===== config.mk =====
export PLATFORM = sky130hd
export DESIGN_NAME = positional_list_store
export DESIGN_NICKNAME = d
export VERILOG_FILES = /design/src/sv/pls_pkg.sv /design/src/sv/pls_cell.sv /design/src/sv/positional_list_store.sv
export VERILOG_INCLUDE_DIRS = /design/src /design/src/sv
export SDC_FILE = /design/constraint.sdc
export NUM_CORES = 2
export LEC_CHECK = 0
export ABC_AREA = 1
export BUFFER_PORTS_ARGS = -buffer_cell sky130_fd_sc_hd__buf_2
export CAP_MARGIN = 20
export CORE_MARGIN = 4
export CORE_UTILIZATION = 58
export DETAILED_ROUTE_END_ITERATION = 7
export PLACE_DENSITY_LB_ADDON = 0.05
export SKIP_LAST_GASP = 1
export SYNTH_ARGS = -nofsm -noshare
export SYNTH_HDL_FRONTEND = slang
export SYNTH_SLANG_ARGS = --single-unit

===== constraint.sdc =====
create_clock -name clk -period 8.4 [get_ports clk]
set_input_delay 1.68 -clock clk [delete_from_list [all_inputs] [get_ports clk]]
set_output_delay 1.68 -clock clk [all_outputs]
set_load 0.02 [all_outputs]

===== src/sv/positional_list_store_assert.svh =====
// Assertion macros shared by the list store RTL.
`ifndef POSITIONAL_LIST_STORE_ASSERT_SVH
`define POSITIONAL_LIST_STORE_ASSERT_SVH

// Check on every clock edge outside reset.
`define PLS_ASSERT(label, prop, msg) \
  label: assert property (@(posedge clk) disable iff (rst) prop) else $error(msg);

// Check on every clock edge, reset included.
`define PLS_ASSERT_ALWAYS(label, prop, msg) \
  label: assert property (@(posedge clk) prop) else $error(msg);

`endif


===== src/sv/pls_pkg.sv =====
// Shared constants, codes and types for the positional list store.
package pls_pkg;

  localparam int DEPTH      = 16;
  localparam int FUNC_W     = 2;
  localparam int POS_W      = 6;
  localparam int VALUE_W    = 32;
  localparam int STATUS_W   = 3;
  localparam int COUNT_W    = 5;
  localparam int CNT_W      = $clog2(DEPTH + 1);
  localparam int IDX_W      = (DEPTH > 1) ? $clog2(DEPTH) : 1;
  localparam int CMP_W      = ((POS_W > CNT_W) ? POS_W : CNT_W) + 1;
  localparam int IN_DATA_W  = 40;
  localparam int OUT_DATA_W = 48;

  typedef enum logic [FUNC_W-1:0] {
    FN_INSERT = 2'd0,
    FN_DELETE = 2'd1,
    FN_FIND   = 2'd2,
    FN_READ   = 2'd3
  } func_t;

  typedef enum logic [STATUS_W-1:0] {
    ST_OK       = 3'd0,
    ST_ZERO     = 3'd1,
    ST_BEYOND   = 3'd2,
    ST_FULL     = 3'd3,
    ST_NOTFOUND = 3'd4
  } status_t;

  typedef enum logic [1:0] {
    CM_HOLD  = 2'd0,
    CM_LOAD  = 2'd1,
    CM_LEFT  = 2'd2,
    CM_RIGHT = 2'd3
  } cell_mode_t;

  typedef struct packed {
    cell_mode_t               mode;
    logic [VALUE_W-1:0]       value;
  } cell_ctrl_t;

endpackage


===== src/sv/pls_cell.sv =====
// One list entry: holds, loads, or takes a neighbor's entry, and compares against the key.
module pls_cell (
  input  logic                        clk,
  input  pls_pkg::cell_ctrl_t         ctrl,
  input  logic [pls_pkg::VALUE_W-1:0] left,
  input  logic [pls_pkg::VALUE_W-1:0] right,
  output logic [pls_pkg::VALUE_W-1:0] entry,
  output logic                        match
);
  import pls_pkg::*;

  always_ff @(posedge clk) begin
    unique case (ctrl.mode)
      CM_HOLD:  entry <= entry;
      CM_LOAD:  entry <= ctrl.value;
      CM_LEFT:  entry <= left;
      CM_RIGHT: entry <= right;
    endcase
  end

  assign match = (entry == ctrl.value);

endmodule


===== src/sv/positional_list_store.sv =====
// Top level of the positional list store: request decode, cell row and result register.
//
//   channel | dir | tdata (low bit up)                                   | tuser
//   s_*     | in  | position[5:0], value[37:6], zero pad                  | func[1:0]
//   m_*     | out | status, found_position, read_value, count, is_full,   | -
//           |     | is_empty, zero pad                                   |
//
// One request per cycle while s_tready is high; the result is registered and appears in the cycle after acceptance.
// All entries shift and compare in parallel in the cell row for insert, delete,
// find and read; the find priority pick sets the path.
// s_tready drops only while a result waits in the output register and m_tready is low.
// rst is synchronous and empties the list; entries are not cleared.
module positional_list_store (
  input  logic                           clk,
  input  logic                           rst,
  input  logic                           s_tvalid,
  output logic                           s_tready,
  input  logic [pls_pkg::IN_DATA_W-1:0]  s_tdata,   // position, value
  input  logic [pls_pkg::FUNC_W-1:0]     s_tuser,   // func
  output logic                           m_tvalid,
  input  logic                           m_tready,
  output logic [pls_pkg::OUT_DATA_W-1:0] m_tdata    // status, found_position, read_value,
                                                    // count, is_full, is_empty
);
  import pls_pkg::*;

  `include "positional_list_store_assert.svh"

  logic                  fire;
  func_t                 fn;
  logic [POS_W-1:0]      pos;
  logic [VALUE_W-1:0]    val;
  logic [CMP_W-1:0]      pos_c;
  logic [CMP_W-1:0]      cnt_c;
  logic [CMP_W-1:0]      pos_m1;
  logic [CNT_W-1:0]      count;
  logic [CNT_W-1:0]      count_next;
  logic                  do_ins;
  logic                  do_del;
  status_t               stat;
  logic [COUNT_W-1:0]    found;
  logic [VALUE_W-1:0]    rd;
  logic [VALUE_W-1:0]    cell_entry [DEPTH];
  logic [DEPTH-1:0]      cell_match;
  logic [DEPTH-1:0]      hit;
  cell_ctrl_t            cell_ctrl  [DEPTH];

  status_t               status_q;
  logic [COUNT_W-1:0]    found_q;
  logic [VALUE_W-1:0]    rd_q;
  logic [COUNT_W-1:0]    count_q;
  logic                  full_q;
  logic                  empty_q;

  assign s_tready = !m_tvalid || m_tready;
  assign fire     = s_tvalid && s_tready;
  assign fn       = func_t'(s_tuser);
  assign pos      = s_tdata[POS_W-1:0];
  assign val      = s_tdata[POS_W +: VALUE_W];
  assign pos_c    = CMP_W'(pos);
  assign cnt_c    = CMP_W'(count);
  assign pos_m1   = pos_c - CMP_W'(1);

  always_comb begin
    stat   = ST_OK;
    found  = '0;
    rd     = '0;
    do_ins = 1'b0;
    do_del = 1'b0;
    unique case (fn)
      FN_INSERT: begin
        if (pos == '0)                            stat = ST_ZERO;
        else if (pos_c > cnt_c + CMP_W'(1))       stat = ST_BEYOND;
        else if (count == CNT_W'(DEPTH))          stat = ST_FULL;
        else                                      do_ins = 1'b1;
      end
      FN_DELETE: begin
        if (pos == '0)                            stat = ST_ZERO;
        else if (pos_c > cnt_c)                   stat = ST_BEYOND;
        else                                      do_del = 1'b1;
      end
      FN_FIND: begin
        stat = ST_NOTFOUND;
        for (int i = DEPTH - 1; i >= 0; i--) begin
          if (hit[i]) begin
            stat  = ST_OK;
            found = COUNT_W'(i + 1);
          end
        end
      end
      FN_READ: begin
        if (pos == '0)                            stat = ST_ZERO;
        else if (pos_c > cnt_c)                   stat = ST_BEYOND;
        else                                      rd = cell_entry[pos_m1[IDX_W-1:0]];
      end
    endcase
  end

  always_comb begin
    count_next = count;
    if (do_ins)      count_next = count + CNT_W'(1);
    else if (do_del) count_next = count - CNT_W'(1);
  end

  for (genvar i = 0; i < DEPTH; i++) begin : g_cell
    logic [VALUE_W-1:0] left_in;
    logic [VALUE_W-1:0] right_in;

    if (i == 0) begin : g_first
      assign left_in = val;
    end else begin : g_mid_l
      assign left_in = cell_entry[i-1];
    end

    if (i == DEPTH - 1) begin : g_last
      assign right_in = cell_entry[i];
    end else begin : g_mid_r
      assign right_in = cell_entry[i+1];
    end

    always_comb begin
      cell_ctrl[i].value = val;
      cell_ctrl[i].mode  = CM_HOLD;
      if (fire && do_ins) begin
        if (CMP_W'(i) > pos_m1)       cell_ctrl[i].mode = CM_LEFT;
        else if (CMP_W'(i) == pos_m1) cell_ctrl[i].mode = CM_LOAD;
      end else if (fire && do_del) begin
        if (CMP_W'(i) >= pos_m1)      cell_ctrl[i].mode = CM_RIGHT;
      end
    end

    assign hit[i] = cell_match[i] && (CMP_W'(i) < cnt_c);

    pls_cell u_cell (
      .clk   (clk),
      .ctrl  (cell_ctrl[i]),
      .left  (left_in),
      .right (right_in),
      .entry (cell_entry[i]),
      .match (cell_match[i])
    );
  end

  always_ff @(posedge clk) begin
    if (rst) begin
      count    <= '0;
      m_tvalid <= 1'b0;
    end else begin
      if (fire) begin
        count    <= count_next;
        m_tvalid <= 1'b1;
      end else if (m_tready) begin
        m_tvalid <= 1'b0;
      end
    end
  end

  always_ff @(posedge clk) begin
    if (fire) begin
      status_q <= stat;
      found_q  <= found;
      rd_q     <= rd;
      count_q  <= COUNT_W'(count_next);
      full_q   <= (count_next == CNT_W'(DEPTH));
      empty_q  <= (count_next == '0);
    end
  end

  assign m_tdata = {1'b0, empty_q, full_q, count_q, rd_q, found_q, status_q};

  `PLS_ASSERT(a_count_bound, count <= CNT_W'(DEPTH), "entry count above depth")
  `PLS_ASSERT(a_insert_grows, fire && do_ins |=> count == $past(count) + CNT_W'(1), "no grow")
  `PLS_ASSERT(a_fire_result, fire |=> m_tvalid, "accepted word without result")
  `PLS_ASSERT(a_full_flag, m_tvalid |-> (full_q == (count_q == COUNT_W'(DEPTH))), "full flag")

endmodule

; ---- Word-level counts from Yosys, hierarchy flattened
; Index checks and enable logic that the tools add are counted.
[classes]
add_sub_neg = 4
order_cmp = 51
eq_ne = 84
mux = 148
bitwise = 3
reduce_logical = 50
[ops]
columns = cell, n
row1 = 32-bit case mux with 3 select lines, 14
row2 = 32-bit equality test, 16
row3 = 2-bit 2-to-1 mux, 71
row4 = 32-bit binary-select mux with 4-bit select, 1
row5 = 32-bit case mux with 2 select lines, 2
row6 = 2-bit equality test (second input constant), 34
row7 = 32-bit 2-to-1 mux, 2
row8 = 3-bit 2-to-1 mux, 20
row9 = 4-bit by 7-bit equality test with 1-bit output (first input constant), 8
row10 = 4-bit by 7-bit greater-or-equal comparator with 1-bit output (first input constant), 8
row11 = 4-bit by 7-bit greater-than comparator with 1-bit output (first input constant), 8
row12 = 4-bit by 5-bit < comparator with 1-bit output (first input constant), 8
row13 = 2-bit by 1-bit equality test with 1-bit output (second input constant), 17
row14 = 2-bit zero test, 17
row15 = 4-bit 2-to-1 mux, 8
row16 = 3-bit by 7-bit equality test with 1-bit output (first input constant), 4
row17 = 3-bit by 7-bit greater-or-equal comparator with 1-bit output (first input constant), 4
row18 = 3-bit by 7-bit greater-than comparator with 1-bit output (first input constant), 4
row19 = 1-bit 2-to-1 mux, 26
row20 = 3-bit by 5-bit < comparator with 1-bit output (first input constant), 4
row21 = 1-bit logical AND, 19
row22 = 16-bit OR reduction, 1
row23 = 5-bit 2-to-1 mux, 3
row24 = 2-bit by 7-bit equality test with 1-bit output (first input constant), 2
row25 = 28 further kinds, 39
[totals]
regBits = 565
output_inout_bits = 50
elab_cells = 368

; ---- Logic depth before layout (Yosys ltp)
[depth]
word_depth = 19
depth_mapped = 24
depth_no_buf = 23

; ---- By module
; From an unflattened synthesis, not the netlist that was laid out.
[unflattened]
hier_cells = 6737
hier_area_um2 = 44866.8
[by_module_without_submodules]
columns = module, instances, cells_each, area_per_inst_um2, seq_area_each_um2
row1 = pls_cell, 16, 327, 2296.0, 960.9
row2 = positional_list_store, 1, 1505, 8131.5, 1531.5

; ---- Worst setup path after synthesis
; No wires, ideal clock.
[synth_timing]
kind = input to register
startpoint = input s_tdata[0] in the netlist's numbering
endpoint = register g_cell[1].u_cell.entry[0] in the netlist's numbering, enable pin
arrival_ns = 7.862
t_required_ns = 7.939
path_slack_ns = 0.077
cell_stages = 19
path_buffers = 4
path_cell_list = buf_6 > inv_4 > clkbuf_1 > clkbuf_1 > clkbuf_1 > ha_1 > nor2_1 > o21ai_1 > nand2_1 > a21o_1 > a21oi_4 > nand3_4 > nor2_4 > inv_2 > nand2_4 > inv_4 > nor2_1 > inv_1 > nor3_1
[synth_via]
elab_chain_len = 8
[synth_lines]
columns = item, line
row1 = start: declaration, positional_list_store.sv:18  ; input logic [pls_pkg::IN_DATA_W-1:0] s_tdata,
row2 = "parallel branches: the longest is 6 deep, another holds 6-bit by 1-bit subtractor with 7-bit output", n/a
row3 = 2-bit 2-to-1 mux (*), positional_list_store.sv:124  ; if (fire && do_ins) begin
row4 = 2-bit zero test (*), pls_cell.sv:13  ; unique case (ctrl.mode)
row5 = end signal: assignment, pls_cell.sv:14  ; CM_HOLD: entry <= entry;
row6 = end signal: assignment, pls_cell.sv:15  ; CM_LOAD: entry <= ctrl.value;
row7 = end signal: assignment, pls_cell.sv:16  ; CM_LEFT: entry <= left;
row8 = end: declaration, pls_cell.sv:7  ; output logic [pls_pkg::VALUE_W-1:0] entry,
; Every way passes the cells marked *.
; A chain may end at the register's enable or synchronous reset.

; ---- Final worst setup path
[layout_timing]
startpoint = register count[0]
endpoint = register g_cell[0].u_cell.entry[19] in the netlist's numbering, enable pin
[layout_via]
elab_chain_len = 8
[layout_lines]
columns = item, line
row1 = start: declaration, positional_list_store.sv:36  ; logic [CNT_W-1:0] count;
row2 = start signal: assignment, positional_list_store.sv:150  ; count <= count_next;
row3 = 5-bit by 1-bit adder with 6-bit output (tied with other cells), positional_list_store.sv:73  ; else if (pos_c > cnt_c + CMP_W'(1)) stat = ST_BEYOND;
row4 = 6-bit greater-than comparator (tied with other cells), positional_list_store.sv:73
row5 = 1-bit 2-to-1 mux (on tied branches), "positional_list_store.sv:73, positional_list_store.sv:78"
row6 = 1-bit 2-to-1 mux (on tied branches), "positional_list_store.sv:72, positional_list_store.sv:70"
row7 = 1-bit 2-to-1 mux / 1-bit logical AND (equally long branches), "positional_list_store.sv:70, positional_list_store.sv:127"
row8 = 1-bit logical AND / 2-bit 2-to-1 mux (equally long branches), "positional_list_store.sv:124, positional_list_store.sv:127"
row9 = 2-bit 2-to-1 mux (*), positional_list_store.sv:124
row10 = 2-bit zero test (*), pls_cell.sv:13
row11 = end signal: assignment, pls_cell.sv:14
row12 = end signal: assignment, pls_cell.sv:15
row13 = end signal: assignment, pls_cell.sv:16
row14 = end: declaration, pls_cell.sv:7
; Every way passes the cells marked *; elsewhere a longest branch is shown, timed or not.

==> results_dict.tcl <==
set metrics [dict create \
    critPathMostFrequentCell "nand2_1" \
    ir_drop_uv 189 \
    post-route-period-util 0.795 \
    skew_ns 0.0253 \
    initial_core_util 0.585 \
    drt.antenna.violating_nets 0 \
    grt_pass1_vias 33800 \
    routabilityCongestion 1.08 \
    grt_usage 0.460 \
    via_count 37500 \
    crit_path_max_incr_delay_ns 0.79 \
    worst_pin_slew_ns 1.22 \
    rrSetupSlack_ns 1.72 \
    violations "DRC" \
    ys_ff_latch 565 \
    min_to "m_tvalid" \
    core_um2 65600 \
    placementRows 94 \
    multiInputGateArea_um2 17600 \
    seq_area_um2 16900 \
    post-route-drc-count 2 \
    final_nets 4509 \
    postCtsHoldBufs 0 \
    dp_slack_ns 1.68 \
    leakage_uw 0.0167 \
    cp.arrival_ns 7.02 \
    ios 96 \
    hold_viol_final 0 \
    mostFrequentLayoutCells "nand2_1 (1010), inv_1 (594), edfxtp_1 (559)" \
    fin_ws_ns 1.72 \
    path_class "reg -> reg" \
    min_path_type "reg -> reg" \
    reg2reg_to "g_cell[0].u_cell.entry[19]" \
    drive_above_1_share 0.0852 \
    fill_cells 5782 \
    clk_path_buf_depth 3 \
    synth_xor_area_frac 0.0582 \
    fp.dieH_um 265 \
    post_cts_resize_count 0 \
    synthFlopType "edfxtp_1" \
    synthAdderAreaFrac 0.00619 \
    crit_path_cell_trace "nand2_1 > inv_1 > nand2_1 > nor2_1 > nand2_1 > ha_1 > nand4_1 > o31ai_1 > nand2_1 > nor2_2 > nand2_2 > nand2_4 > inv_4 > nor2_2 > buf_4 > inv_1 > nor2_4 > buf_4" \
    slew_headroom 0.188 \
    synthArstFlopShare 0 \
    syn_area_um2 38400 \
    synth_compound_area_frac 0.240 \
    syn_avg_cell_area_um2 8.42 \
    min_period_ns 6.68 \
    synth_nets 4625 \
    antenna_found_initial 2 \
    total_power_uw 7290 \
    synth_top_family_by_area "compound AO/OA/AOI/OAI gates" \
    synth_mux_area_frac 0 \
    yosys-top-cells-area "edfxtp_1 (44%), nand2_1 (9.9%), o221ai_1 (9.6%)" \
    reg2regPathDepth 18 \
    setup_tns_ns 0 \
    powerDensity_nw_per_um2 176 \
    status "finished with violations" \
    grt_overflow_total 0 \
    worstPathRequired_ns 8.74 \
    dpl-instance-area_um2 39100 \
    dieArea_um2 70300 \
    grt_first_pass_wirelength_mm 237 \
    wl_mm 168 \
    drt-vias-per-instance 6.99 \
    hold_path_depth 2 \
    hpwl_mm 122 \
    layout_commonest_cell "nand2_1" \
    max_freq_mhz 150 \
    synthDominantCellAreaShare 0.437 \
    seq_area_frac_synth 0.441 \
    cts_buffers 68 \
    cts_tree "yes" \
    clock-sinks 565 \
    post-cts-setup-buffers 0 \
    fp.dieW_um 265 \
    htree_levels 3 \
    firstDrtPassIters 8 \
    wl_per_cell_um 31.3 \
    setup_viol 0 \
    synth.distinct_cells 59 \
    rsz0062_at_grt "no" \
    synth_top_cell_by_area "edfxtp_1" \
    final_cell_area_um2 41400 \
    path_clk_slew_ns 0.06 \
    cp-end-kind "register" \
    cts_root_buf "clkbuf_16" \
    maxCapViolCount 0 \
    drt_iter0_markers 7026 \
    worstSetupStartpointType "register" \
    port_buffers 92 \
    synth_edf_count 559 \
    synth-simple-area-share 0.150 \
    min_from "m_tvalid" \
    area_growth_pct 7.78 \
    drv_slew 0 \
    crit-reg2reg-launch "count[0]" \
    grt_start_max_net_pins 164 \
    critPathSlowestCell "nor2_4" \
    synth_warnings 0 \
    insertion_delay_ns 0.64 \
    synth_cells 4560 \
    critPathMaxFanout 33 \
]
==> worst max-delay path: cells and delay by family (launching register included) <==
| kind | cells | cell delay, ns |
|---|---|---|
| compound gates | 1 | 0.41 |
| fa+ha+maj | 1 | 0.36 |
| buf+inv | 5 | 1.32 |
| flops | 1 | 0.67 |
| simple gates | 11 | 3.60 |
==> logic make-up (layout without fill, tap and decap cells) <==
logic type                 after synthesis  after routing
xor gates and xnor gates               254            254
adders and majority gates               19             19
other                                    1              7
and+or+nand+nor                       1376           1376
DFF                                    565            565
buffers and inverters                  992            927
AOI/OAI and AO/OA                     1353           1353
==> layer usage <==
metal	global-route usage	wire length, µm	vias to the layer above	share of wire
li1	-	-	16000	-
met1	0.582	56300	17400	0.34
met2	0.679	70500	3424	0.42
met3	0.107	23600	705	0.14
met4	0.364	17200	0	0.10
met5	0	0	-	0
==> how the worst max path moves through the flow <==
stage / startpoint / endpoint / slack (ns) / depth (start not counted)
floorplan: s_tdata[0] / g_cell[1].u_cell.entry[0] / 0.08 / 19
global placement: s_tdata[0] / g_cell[0].u_cell.entry[24] / 1.73 / 19
detailed placement: s_tdata[0] / g_cell[0].u_cell.entry[24] / 1.68 / 19
CTS: count[0] / g_cell[0].u_cell.entry[19] / 2.10 / 18
global route: count[0] / g_cell[0].u_cell.entry[19] / 1.55 / 18
finish: count[0] / g_cell[0].u_cell.entry[19] / 1.72 / 18
==> report_power, final <==
group / leakage [µW] / internal (µW) / total (µW) / switching [µW]
Combinational: 0.0104 / 299 / 1060 / 758
Sequential: 0.00513 / 3150 / 3170 / 23.8
Clock: 0.00107 / 1770 / 3060 / 1280
Total: 0.0167 / 5220 / 7290 / 2070
==> state kept, by name, summed over array words and instances, names as in the netlist <==
signal / cells
g_cell.u_cell.entry: 512
rd_q: 32
count: 5
count_q: 5
found_q: 5
status_q: 3
empty_q: 1
full_q: 1
m_tvalid: 1
==> area by class of cell <==
| type | count | share of cell area |
|---|---|---|
| clock inverter | 35 | 0.00753 |
| timing repair buffer | 184 | 0.0301 |
| tap | 864 | 0.0261 |
| multi-input combinational | 3003 | 0.425 |
| sequential | 565 | 0.409 |
| clock buffer | 86 | 0.0458 |
| inverter | 622 | 0.0567 |
| antenna | 6 | 0.000363 |
==> synth_stat cells, types with 12 or more instances <==
cell and number:
a21oi_1 249, a22o_1 64, buf_1 51, buf_2 117
buf_6 18, clkbuf_1 173, edfxtp_1 559, ha_1 19
inv_1 596, inv_2 14, nand2_1 1011, nand3_1 36
nand4_1 70, nor2_1 148, nor3_1 16, nor4_1 45
o2111ai_1 12, o21ai_0 377, o21ai_1 39, o221ai_1 421
o221ai_2 30, o22ai_1 132, xnor2_1 153, xor2_1 100
==> per-stage QoR <==
stage | utilization | hold WS [ns] | instances
4_1_cts | 0.629 | 0.508 | 5356
3_5_place_dp | 0.595 | 0.500 | 5235
5_1_grt | 0.630 | 0.544 | 5361
2_1_floorplan | - | 0.511 | 4560
6_report | 0.630 | 0.513 | 5365
3_3_place_gp | 0.595 | 0.490 | 5234
(Power assumes the default switching activity.)
